## src/hw/rtl/deque_with_membership_search_macros.svh

```systemverilog
// Assertion macros for the deque with membership search.
`ifndef DEQUE_WITH_MEMBERSHIP_SEARCH_MACROS_SVH
`define DEQUE_WITH_MEMBERSHIP_SEARCH_MACROS_SVH
`ifndef NO_ASSERTIONS
// Same-cycle implication, checked out of reset.
`define DQMS_ASSERT_IMPL(label, ante, cons, msg) \
    label: assert property (@(posedge i_clk) disable iff (!i_rst_n) (ante) |-> (cons)) \
        else $error(msg);
// Next-cycle implication, checked out of reset.
`define DQMS_ASSERT_NEXT(label, ante, cons, msg) \
    label: assert property (@(posedge i_clk) disable iff (!i_rst_n) (ante) |=> (cons)) \
        else $error(msg);
`else
`define DQMS_ASSERT_IMPL(label, ante, cons, msg)
`define DQMS_ASSERT_NEXT(label, ante, cons, msg)
`endif
`endif

```

## src/hw/rtl/dqms_pkg.sv

```systemverilog
// Types, constants and slot arithmetic for the deque with membership search.
`default_nettype none
package dqms_pkg;

    localparam int DEPTH  = 16;
    localparam int ADDR_W = (DEPTH > 1) ? $clog2(DEPTH) : 1;
    localparam int CNT_W  = $clog2(DEPTH + 1);
    localparam int SUM_W  = CNT_W + 1;
    localparam int DATA_W = 32;
    localparam int OP_W   = 3;
    localparam int OCC_W  = 5;

    typedef enum logic [OP_W-1:0] {
        OP_PUSH_FRONT = 3'd0,
        OP_PUSH_BACK  = 3'd1,
        OP_DROP_FRONT = 3'd2,
        OP_DROP_BACK  = 3'd3,
        OP_SEARCH     = 3'd4
    } t_op;

    typedef enum logic [1:0] {
        ST_DONE  = 2'd0,
        ST_FULL  = 2'd1,
        ST_EMPTY = 2'd2
    } t_status;

    typedef enum logic {
        S_IDLE,
        S_SEARCH
    } t_state;

    typedef struct packed {
        logic [OP_W-1:0]          op;
        logic signed [DATA_W-1:0] value;
    } t_item;

    typedef struct packed {
        logic             found;
        t_status          status;
        logic [OCC_W-1:0] occupancy;
    } t_result;

    // (base + off) mod DEPTH, with base below DEPTH and off at most DEPTH
    function automatic logic [ADDR_W-1:0] slot_add(input logic [ADDR_W-1:0] base,
                                                   input logic [CNT_W-1:0]  off);
        logic [SUM_W-1:0] sum;
        sum = SUM_W'(base) + SUM_W'(off);
        if (sum >= SUM_W'(DEPTH)) begin
            sum = sum - SUM_W'(DEPTH);
        end
        return sum[ADDR_W-1:0];
    endfunction

    // (base - 1) mod DEPTH
    function automatic logic [ADDR_W-1:0] slot_prev(input logic [ADDR_W-1:0] base);
        logic [ADDR_W-1:0] res;
        if (base == '0) begin
            res = ADDR_W'(DEPTH - 1);
        end else begin
            res = base - ADDR_W'(1);
        end
        return res;
    endfunction

endpackage
`default_nettype wire

```

## src/hw/rtl/dqms_ram.sv

```systemverilog
// Simple dual-port RAM: one write port, one read port with registered data.
`default_nettype none
module dqms_ram #(
    parameter int DATA_W = 32,
    parameter int DEPTH  = 16,
    parameter int ADDR_W = 4
) (
    input  wire logic              i_clk,
    input  wire logic              i_we,
    input  wire logic [ADDR_W-1:0] i_waddr,
    input  wire logic [DATA_W-1:0] i_wdata,
    input  wire logic [ADDR_W-1:0] i_raddr,
    output logic      [DATA_W-1:0] o_rdata
);

    logic [DATA_W-1:0] mem [DEPTH];

    always_ff @(posedge i_clk) begin
        if (i_we) begin
            mem[i_waddr] <= i_wdata;
        end
    end

    always_ff @(posedge i_clk) begin
        o_rdata <= mem[i_raddr];
    end

endmodule
`default_nettype wire

```

## src/hw/rtl/deque_with_membership_search.sv

```systemverilog
// Top level: bounded deque of signed 32-bit values with a membership search.
//
// Usage:
//   Command channel: drive i_item (op, value) and raise start; the transfer
//   happens at a rising edge with start high and busy low. Ops: push front,
//   push back, drop front, drop back, search; other codes are no-ops.
//   Result channel: every transfer yields exactly one result on o_result,
//   valid for the single cycle in which o_strobe is high. The receiver
//   cannot hold results off; it must take them as they come.
//   Timing / throughput:
//     push, drop, no-op : result in the cycle after the transfer, and busy
//                         stays low, so one of these per cycle.
//     search            : one store read per cycle through the RAM's single
//                         read port, each entry compared in the cycle after
//                         its read, front to back. The walk ends at the
//                         first hit or after the last entry, and the result
//                         is registered then. busy is high meanwhile.
//                         A search of an empty deque answers like a push.
//   Reset (i_rst_n low, synchronous): front slot and count go to zero, the
//   state machine goes idle and no strobe is issued. The store is not
//   cleared; only slots between front and back are ever compared.
`default_nettype none
`include "deque_with_membership_search_macros.svh"
module deque_with_membership_search (
    input  wire logic            i_clk,
    input  wire logic            i_rst_n,
    input  wire logic            start,
    output logic                 busy,
    input  wire dqms_pkg::t_item i_item,
    output logic                 o_strobe,
    output dqms_pkg::t_result    o_result
);

    // Control state
    dqms_pkg::t_state                r_state, n_state;
    logic [dqms_pkg::ADDR_W-1:0]     r_front, n_front;
    logic [dqms_pkg::CNT_W-1:0]      r_count, n_count;
    // Search walk: r_idx is the next offset to read, r_rd_vld marks RAM data
    logic [dqms_pkg::CNT_W-1:0]      r_idx, n_idx;
    logic                            r_rd_vld, n_rd_vld;
    logic [dqms_pkg::DATA_W-1:0]     r_key, n_key;
    // Result register
    logic                            r_strobe, n_strobe;
    dqms_pkg::t_result               r_res, n_res;

    // Store port
    logic                            w_we;
    logic [dqms_pkg::ADDR_W-1:0]     w_waddr;
    logic [dqms_pkg::DATA_W-1:0]     w_wdata;
    logic [dqms_pkg::ADDR_W-1:0]     w_raddr;
    logic [dqms_pkg::DATA_W-1:0]     w_rdata;

    logic                            w_accept;
    logic                            w_full;
    logic                            w_empty;
    logic                            w_hit;
    logic                            w_miss_end;

    dqms_ram #(
        .DATA_W (dqms_pkg::DATA_W),
        .DEPTH  (dqms_pkg::DEPTH),
        .ADDR_W (dqms_pkg::ADDR_W)
    ) u_store (
        .i_clk   (i_clk),
        .i_we    (w_we),
        .i_waddr (w_waddr),
        .i_wdata (w_wdata),
        .i_raddr (w_raddr),
        .o_rdata (w_rdata)
    );

    assign busy     = (r_state != dqms_pkg::S_IDLE);
    assign w_accept = start && !busy;
    assign w_full   = (r_count == dqms_pkg::CNT_W'(dqms_pkg::DEPTH));
    assign w_empty  = (r_count == '0);
    // Compare stage of the search walk
    assign w_hit      = r_rd_vld && (w_rdata == r_key);
    assign w_miss_end = r_rd_vld && (w_rdata != r_key) && (r_idx == r_count);

    // Next state
    always_comb begin
        n_state = r_state;
        case (r_state)
            dqms_pkg::S_IDLE: begin
                if (w_accept && (i_item.op == dqms_pkg::OP_SEARCH) && !w_empty) begin
                    n_state = dqms_pkg::S_SEARCH;
                end
            end
            dqms_pkg::S_SEARCH: begin
                if (w_hit || w_miss_end) begin
                    n_state = dqms_pkg::S_IDLE;
                end
            end
            default: begin
                n_state = dqms_pkg::S_IDLE;
            end
        endcase
    end

    // Datapath and outputs
    always_comb begin
        n_front   = r_front;
        n_count   = r_count;
        n_idx     = r_idx;
        n_rd_vld  = 1'b0;
        n_key     = r_key;
        n_strobe  = 1'b0;
        n_res     = r_res;
        w_we      = 1'b0;
        w_waddr   = dqms_pkg::slot_prev(r_front);
        w_wdata   = i_item.value;
        w_raddr   = dqms_pkg::slot_add(r_front, r_idx);

        case (r_state)
            dqms_pkg::S_IDLE: begin
                if (w_accept) begin
                    n_res.found  = 1'b0;
                    n_res.status = dqms_pkg::ST_DONE;
                    n_strobe     = 1'b1;
                    case (i_item.op)
                        dqms_pkg::OP_PUSH_FRONT: begin
                            if (w_full) begin
                                n_res.status = dqms_pkg::ST_FULL;
                            end else begin
                                w_we    = 1'b1;
                                w_waddr = dqms_pkg::slot_prev(r_front);
                                n_front = dqms_pkg::slot_prev(r_front);
                                n_count = r_count + dqms_pkg::CNT_W'(1);
                            end
                        end
                        dqms_pkg::OP_PUSH_BACK: begin
                            if (w_full) begin
                                n_res.status = dqms_pkg::ST_FULL;
                            end else begin
                                w_we    = 1'b1;
                                w_waddr = dqms_pkg::slot_add(r_front, r_count);
                                n_count = r_count + dqms_pkg::CNT_W'(1);
                            end
                        end
                        dqms_pkg::OP_DROP_FRONT: begin
                            if (w_empty) begin
                                n_res.status = dqms_pkg::ST_EMPTY;
                            end else begin
                                n_front = dqms_pkg::slot_add(r_front, dqms_pkg::CNT_W'(1));
                                n_count = r_count - dqms_pkg::CNT_W'(1);
                            end
                        end
                        dqms_pkg::OP_DROP_BACK: begin
                            if (w_empty) begin
                                n_res.status = dqms_pkg::ST_EMPTY;
                            end else begin
                                n_count = r_count - dqms_pkg::CNT_W'(1);
                            end
                        end
                        dqms_pkg::OP_SEARCH: begin
                            // empty deque: answer now, nothing to read
                            if (!w_empty) begin
                                n_strobe = 1'b0;
                                n_key    = i_item.value;
                                n_idx    = '0;
                            end
                        end
                        default: begin
                        end
                    endcase
                    n_res.occupancy = dqms_pkg::OCC_W'(n_count);
                end
            end
            dqms_pkg::S_SEARCH: begin
                // issue stage: one read per cycle until every entry is out
                if (r_idx != r_count) begin
                    n_rd_vld = 1'b1;
                    n_idx    = r_idx + dqms_pkg::CNT_W'(1);
                end
                if (w_hit || w_miss_end) begin
                    n_strobe        = 1'b1;
                    n_rd_vld        = 1'b0;
                    n_res.found     = w_hit;
                    n_res.status    = dqms_pkg::ST_DONE;
                    n_res.occupancy = dqms_pkg::OCC_W'(r_count);
                end
            end
            default: begin
            end
        endcase
    end

    always_ff @(posedge i_clk) begin
        if (!i_rst_n) begin
            r_state  <= dqms_pkg::S_IDLE;
            r_front  <= '0;
            r_count  <= '0;
            r_idx    <= '0;
            r_rd_vld <= 1'b0;
            r_strobe <= 1'b0;
        end else begin
            r_state  <= n_state;
            r_front  <= n_front;
            r_count  <= n_count;
            r_idx    <= n_idx;
            r_rd_vld <= n_rd_vld;
            r_strobe <= n_strobe;
        end
    end

    always_ff @(posedge i_clk) begin
        r_key <= n_key;
        r_res <= n_res;
    end

    assign o_strobe = r_strobe;
    assign o_result = r_res;

    `DQMS_ASSERT_IMPL(a_count_bound, 1'b1, r_count <= dqms_pkg::CNT_W'(dqms_pkg::DEPTH), "count above depth")
    `DQMS_ASSERT_NEXT(a_accept_answers, w_accept, r_strobe || busy, "transfer neither answered nor searching")
    `DQMS_ASSERT_IMPL(a_no_strobe_busy, r_strobe, !busy, "result strobed while search in progress")
    `DQMS_ASSERT_IMPL(a_found_done, r_strobe && r_res.found, r_res.status == dqms_pkg::ST_DONE, "found with bad status")
    `DQMS_ASSERT_IMPL(a_walk_bound, r_state == dqms_pkg::S_SEARCH, (r_idx <= r_count) && !w_empty, "search walk out of range")

endmodule
`default_nettype wire
```

## config.mk

```make
export PLATFORM = sky130hd
export DESIGN_NAME = deque_with_membership_search
export DESIGN_NICKNAME = d
export VERILOG_FILES = /design/src/hw/rtl/dqms_pkg.sv /design/src/hw/rtl/dqms_ram.sv /design/src/hw/rtl/deque_with_membership_search.sv
export VERILOG_INCLUDE_DIRS = /design/src /design/src/hw/rtl
export SDC_FILE = /design/constraint.sdc
export NUM_CORES = 1
export LEC_CHECK = 0
export BUFFER_PORTS_ARGS = -buffer_cell sky130_fd_sc_hd__buf_2
export CAP_MARGIN = 30
export CORE_ASPECT_RATIO = 1.25
export CORE_UTILIZATION = 62
export DETAILED_ROUTE_END_ITERATION = 10
export HOLD_SLACK_MARGIN = 0.05
export PLACE_DENSITY = 0.89
export SYNTH_ARGS = -nofsm -noshare
export SYNTH_HDL_FRONTEND = slang
export SYNTH_HIERARCHICAL = 1
export SYNTH_SLANG_ARGS = --single-unit
```

## constraint.sdc

```tcl
create_clock -name i_clk -period 6.4 [get_ports i_clk]
set_clock_uncertainty 0.1 [all_clocks]
set_input_delay 1.28 -clock i_clk [delete_from_list [all_inputs] [get_ports i_clk]]
set_output_delay 1.28 -clock i_clk [all_outputs]
set_load 0.01 [all_outputs]
```

=== Yosys cells after proc, flatten, opt, wreduce, memory -nomap -nowiden ===
Memory sizes are Yosys's and may differ from the RTL's. A register that Yosys moved wholly into a read port is not among the register bits.
Index checks and enable logic that the tools add are counted.

* Register bits after elaboration: 57
* Memory bits (writable): 512
* Memories: 1

* Add/sub/neg operators: 10
* Order comparisons: 3
* Equality and inequality tests: 16
* Muxes and demuxes: 40
* Bitwise logic cells: 3
* Reductions and logical operators: 21

{| class="wikitable"
|+ Memory list
! name !! words !! bits a word !! read ports !! clocked after Yosys merged registers in !! wr ports !! line !! RTL
|-
| u_store.mem || 16 || 32 || 1 || 1 || 1 || dqms_ram.sv:16 || <nowiki>logic [DATA_W-1:0] mem [DEPTH];</nowiki>
|}

{| class="wikitable"
|+ Operator list
! operator !! count
|-
| 2-to-1 mux 4 bit || 10
|-
| equality test 32 bit || 1
|-
| inequality test 32 bit || 1
|-
| 2-to-1 mux 5 bit || 6
|-
| case mux 5 bit (2 select lines) || 2
|-
| 2-to-1 mux 8 bit || 2
|-
| case mux 8 bit (2 select lines) || 1
|-
| subtractor 4 x 1 -> 4 bit, second input constant || 4
|-
| 2-to-1 mux 1 bit || 14
|-
| adder 4 x 5 -> 6 bit || 2
|-
| greater-or-equal comparator 6 x 5 -> 1 bit, second input constant || 2
|-
| adder 5 x 1 -> 5 bit, second input constant || 2
|-
| inequality test 2 bit, second input constant || 5
|-
| case mux 4 bit (2 select lines) || 1
|-
| AND reduction 4 bit || 2
|-
| equality test 3 x 2 -> 1 bit, second input constant || 2
|-
| logical AND 1 bit || 6
|-
| adder 4 x 1 -> 5 bit, second input constant || 1
|-
| equality test 5 bit || 1
|-
| equality test 5 bit, second input constant || 1
|-
| greater-or-equal comparator 5 bit, second input constant || 1
|-
| logical NOT 5 bit || 1
|-
| inequality test 5 bit || 1
|-
| AND reduction 5 bit || 1
|-
| 16 further kinds || 23
|}

=== Logic depth before layout (Yosys ltp) ===
* Word-level depth: 7
* Depth in mapped cells: 10
* Gate-level depth less buffers: 9

=== By module ===
The synthesis kept the hierarchy.

{| class="wikitable"
|+ Modules (own cells, without submodules)
! module !! times used !! cells each !! area an instance (um^2) !! sequential area each (um^2)
|-
| dqms_ram || 1 || 838 || 19835.3 || 16015.4
|-
| deque_with_membership_search || 1 || 290 || 3160.5 || 1541.5
|}

=== Worst setup path before layout ===
OpenSTA, ideal clock, no wires.

* Path kind: in2reg
* Start: input i_item[34] in the netlist's numbering
* End: memory u_store.mem[0][0], enable pin
* Data arrival time: 5.265 ns
* Data required time: 5.839 ns
* Setup slack: 0.574 ns
* Cell stages on the path: 7
* Path through: or3b_1 -> a211oi_1 -> nand2_1 -> nor2_1 -> a21oi_1 -> or3b_2 -> nor3_1

* Word-level cells in the longest chain between the ends: 7

{| class="wikitable"
|+ Ends and longest elaborated chain
! item !! line !! RTL
|-
| start, declared || deque_with_membership_search.sv:29 || <nowiki>input wire dqms_pkg::t_item i_item,</nowiki>
|-
| equality test 3 x 1 -> 1 bit / logical NOT 3 bit (equally long branches) || deque_with_membership_search.sv:120 || <nowiki>case (i_item.op)</nowiki>
|-
| OR reduction 2 bit (no source line) (*) || - ||
|-
| 2-to-1 mux 1 bit (*) || - ||
|-
| 2-to-1 mux 1 bit (*) || deque_with_membership_search.sv:116 || <nowiki>if (w_accept) begin</nowiki>
|-
| 2-to-1 mux 1 bit (*) || deque_with_membership_search.sv:114 || <nowiki>case (r_state)</nowiki>
|-
| named net w_we || deque_with_membership_search.sv:47 || <nowiki>logic w_we;</nowiki>
|-
| 2-to-1 mux 1 bit (*) || dqms_ram.sv:19 || <nowiki>if (i_we) begin</nowiki>
|-
| 2-to-1 mux 1 bit (not written as such) (*) || dqms_ram.sv:20 || <nowiki>mem[i_waddr] <= i_wdata;</nowiki>
|-
| end, declared || dqms_ram.sv:16 ||
|}

Mark *: on every way through the listed nets, which the timed path passes. The rest lies on a longest branch.

=== Worst setup path after layout ===
* Start: input i_item[34] in the netlist's numbering
* End: memory u_store.mem[13][17], enable pin

The elaborated chain is that of the path after synthesis.

==> summary.txt <==
Pwr
  – Pint: 6.30 mW
  – VDD IR-drop max: 0.000229 V
  – Switching Fraction: 21.5%
  – Clock network power share: 39.9%
  – Sequential share of power: between 50% and 60%
  – PwrDens: roughly 310 nW/µm²
  – Combinational Power Share: 5.6%
  – NetSw: 1.73 mW
  – P_leak: 8.10 nW

Timing
  – Setup TNS: 0 ps
  – Slew Viols, Final: 0
  – Fin crit share: 82.4%
  – Final setup viols: 0
  – RSZ-0062 raised after global routing: no
  – Hold Fails Final Rpt: 0
  – Period minus WS final: 5270 ps
  – Relative slew slack: between 20 and 30%
  – Measured slew at the worst slew-check pin: 1070 ps
  – Post-route setup slack: about 1100 ps
  – Peak Freq: 190 MHz

Synthesis
  – Sequential share of the synthesized area: 76.3%
  – Mean post-synth cell area: 20.4 µm²
  – Number of synthesized flops with an enable pin: 552
  – Top cells by count, synth: edfxtp_1 (552), mux4_2 (128), a22oi_1 (64)
  – Synthesized flop and latch total: about 600
  – Largest area contributor in the netlist: edfxtp_1
  – Post-synth top area share: 72.1%
  – Synthesized cell area: 23,000 µm²
  – Cells after Synth: 1,128
  – Synth area leaders: edfxtp_1 (72%), mux4_2 (13%), dfxtp_1 (4.3%)
  – Post-synth net total: 1,179
  – Ys flop type: edfxtp_1
  – Top-count cell post-synth: edfxtp_1
  – Yosys warning count: 6
  – Synth cell types: 60
  – Ys async rst share: 0%

Clock tree
  – # resized after CTS: 0
  – TritonCTS clock tree: built
  – Total CTS buffers: 53
  – Clock sink count: 601
  – Depth of the CTS H-tree: 2
  – Maximum buffer depth of the clock tree: 3
  – Clock latency on the worst-skew pair: 590 ps
  – CTS clock-pin slew for the worst setup and hold paths: 60 ps
  – Hold Buf Count CTS: 0
  – Post-CTS setup buffer count: 0
  – Clock Root Buffer: clkbuf_16

Placed design
  – Detailed Place HPWL: 26,300 µm
  – GPL Wtd Cong: 0.840
  – Number of port buffers: between 40 and 50
  – Post-Place Setup Slack: 890 ps

GRT
  – Gr ovfl total: 0
  – Number of antenna violations at the first check in global routing: 1
  – Total Routing Usage GR: 28.3%
  – First-pass GRT wire length: 77,700 µm
  – Vias in the first global route: 12,400
  – Largest net degree at the start of global routing: just under 70

Setup path
  – Worst Setup End Kind: flip-flop
  – CP Launch Type: input port
  – Crit path max fanout: 17
  – Arr. time, crit path: 5450 ps
  – CP Class: in2reg
  – CP required: ~6600 ps

Worst hold path
  – Hold Crit Class: reg2reg

Floorplanning
  – Die width: 174 µm
  – DIE AREA: between 30,000 and 40,000 µm²
  – Core Area: about 36,000 µm²
  – Top Ports: 48
  – Die height: around 220 µm
  – Row cnt: 78
  – Initial Util: 63.2%

Route
  – Via count: roughly 12,000
  – Avg Vias per Cell: 6.85
  – Starting DRT DRC Count: between 1,000 and 1,500
  – # DRC: 0
  – Antenna Nets Post-Route: 0
  – Final wirelength: 51,700 µm
  – First-pass DRT Iterations: 8
  – Wirelength per Cell: 30.0 µm

Final layout
  – P&R area growth vs syn: 11.7%
  – Final #Nets: 1,248
  – Share of cells above drive strength 1: 24.9%

Run status
  – Status: finished clean

Job
  – # Max-Cap Violations: 0
## worst max-delay path, cell delays in order
cell and delay [ps]:
buf_2 180, or3b_1 480, a211oi_1 730, nand2_1 330, a31oi_1 940, nand2b_1 490, nor2_4 740, buf_12 250
## layer usage
layer / up-vias / GRT usage (%) / wire (µm) / part of all wire (%)
met5: - / 0 / 0 / 0
met4: 0 / 15.3 / 2810 / 5.4
met3: 195 / 4.23 / 4380 / 8.5
met2: 794 / 48.5 / 26700 / 52
met1: 6032 / 35.0 / 17800 / 34
li1: 4771 / - / - / -
## power by group through the flow
stage | Sequential, mW | Combinational (mW) | Clock [mW]
2_1_floorplan | 4.45 | 0.281 | 0
3_3_place_gp | 4.45 | 0.417 | 0
3_5_place_dp | 4.46 | 0.437 | 0
4_1_cts | 4.38 | 0.448 | 3.23
5_1_grt | 4.38 | 0.477 | 3.37
6_report | 4.38 | 0.450 | 3.20
## cells in the final DEF (no fill, tap or decap), types with 5 or more instances in the layout
cell	n
buf_4	16
clkbuf_1	10
xnor2_1	43
ha_1	10
clkbuf_16	55
o21ai_0	8
nand4_1	8
xor2_1	7
clkinv_1	6
nor2_1	18
a21oi_1	12
mux4_2	128
a22oi_1	64
buf_2	47
inv_1	12
nand3_1	10
clkbuf_8	7
nand2_1	54
dfxtp_1	49
edfxtp_1	552
nor3_1	5
nor2_4	13
clkinv_2	11
## final timing paths
check | from | to | slack (ps) | depth (start not counted)
setup / recovery | i_item[34] | u_store/mem[13][17] | 1130 | 8
hold / removal | r_idx[4] | r_idx[4] | 450 | 2
setup reg to reg | r_count[1] | u_store/mem[13][17] | 1290 | 9
hold reg to reg | r_idx[4] | r_idx[4] | 450 | 2
## final cells by class
class                   count  area (µm²)
multi-input cells         459        5280
clock buffers              72        1510
clock inverters            27         224
fillers                  1952       10700
flip-flops and latches    601       17600
well taps                 480         601
inverters                  14        55.1
repair buffers             68         463
diodes                      1        2.50
## stage by stage
step	instance area [µm²]	power, mW	hold WS, ps	utilization (%)	instances
3_5_place_dp	23900	4.90	441	65.7	1621
5_1_grt	25700	8.22	479	70.6	1722
2_1_floorplan	23000	4.73	393	-	1128
6_report	25700	8.03	455	70.6	1722
4_1_cts	25700	8.05	450	70.5	1720
3_3_place_gp	23900	4.87	434	65.7	1621
## state kept, by name, indices dropped and copies added (netlist names)
signal           flops
u_store/mem        512
o_strobe             1
o_result             8
r_rd_vld             1
busy                 1
r_count              5
r_front              4
r_key               32
r_idx                5
u_store/o_rdata     32
## logic make-up after synthesis
logic type | synth area share, %
DFF | 76.3
and+or+nand+nor | 3.20
muxes | 12.6
AOI/OAI and AO/OA | 3.83
buffers and inverters | 1.32
xor gates and xnor gates | 1.90
adders and majority gates | 0.773
Power figures use the tool's default switching activity.
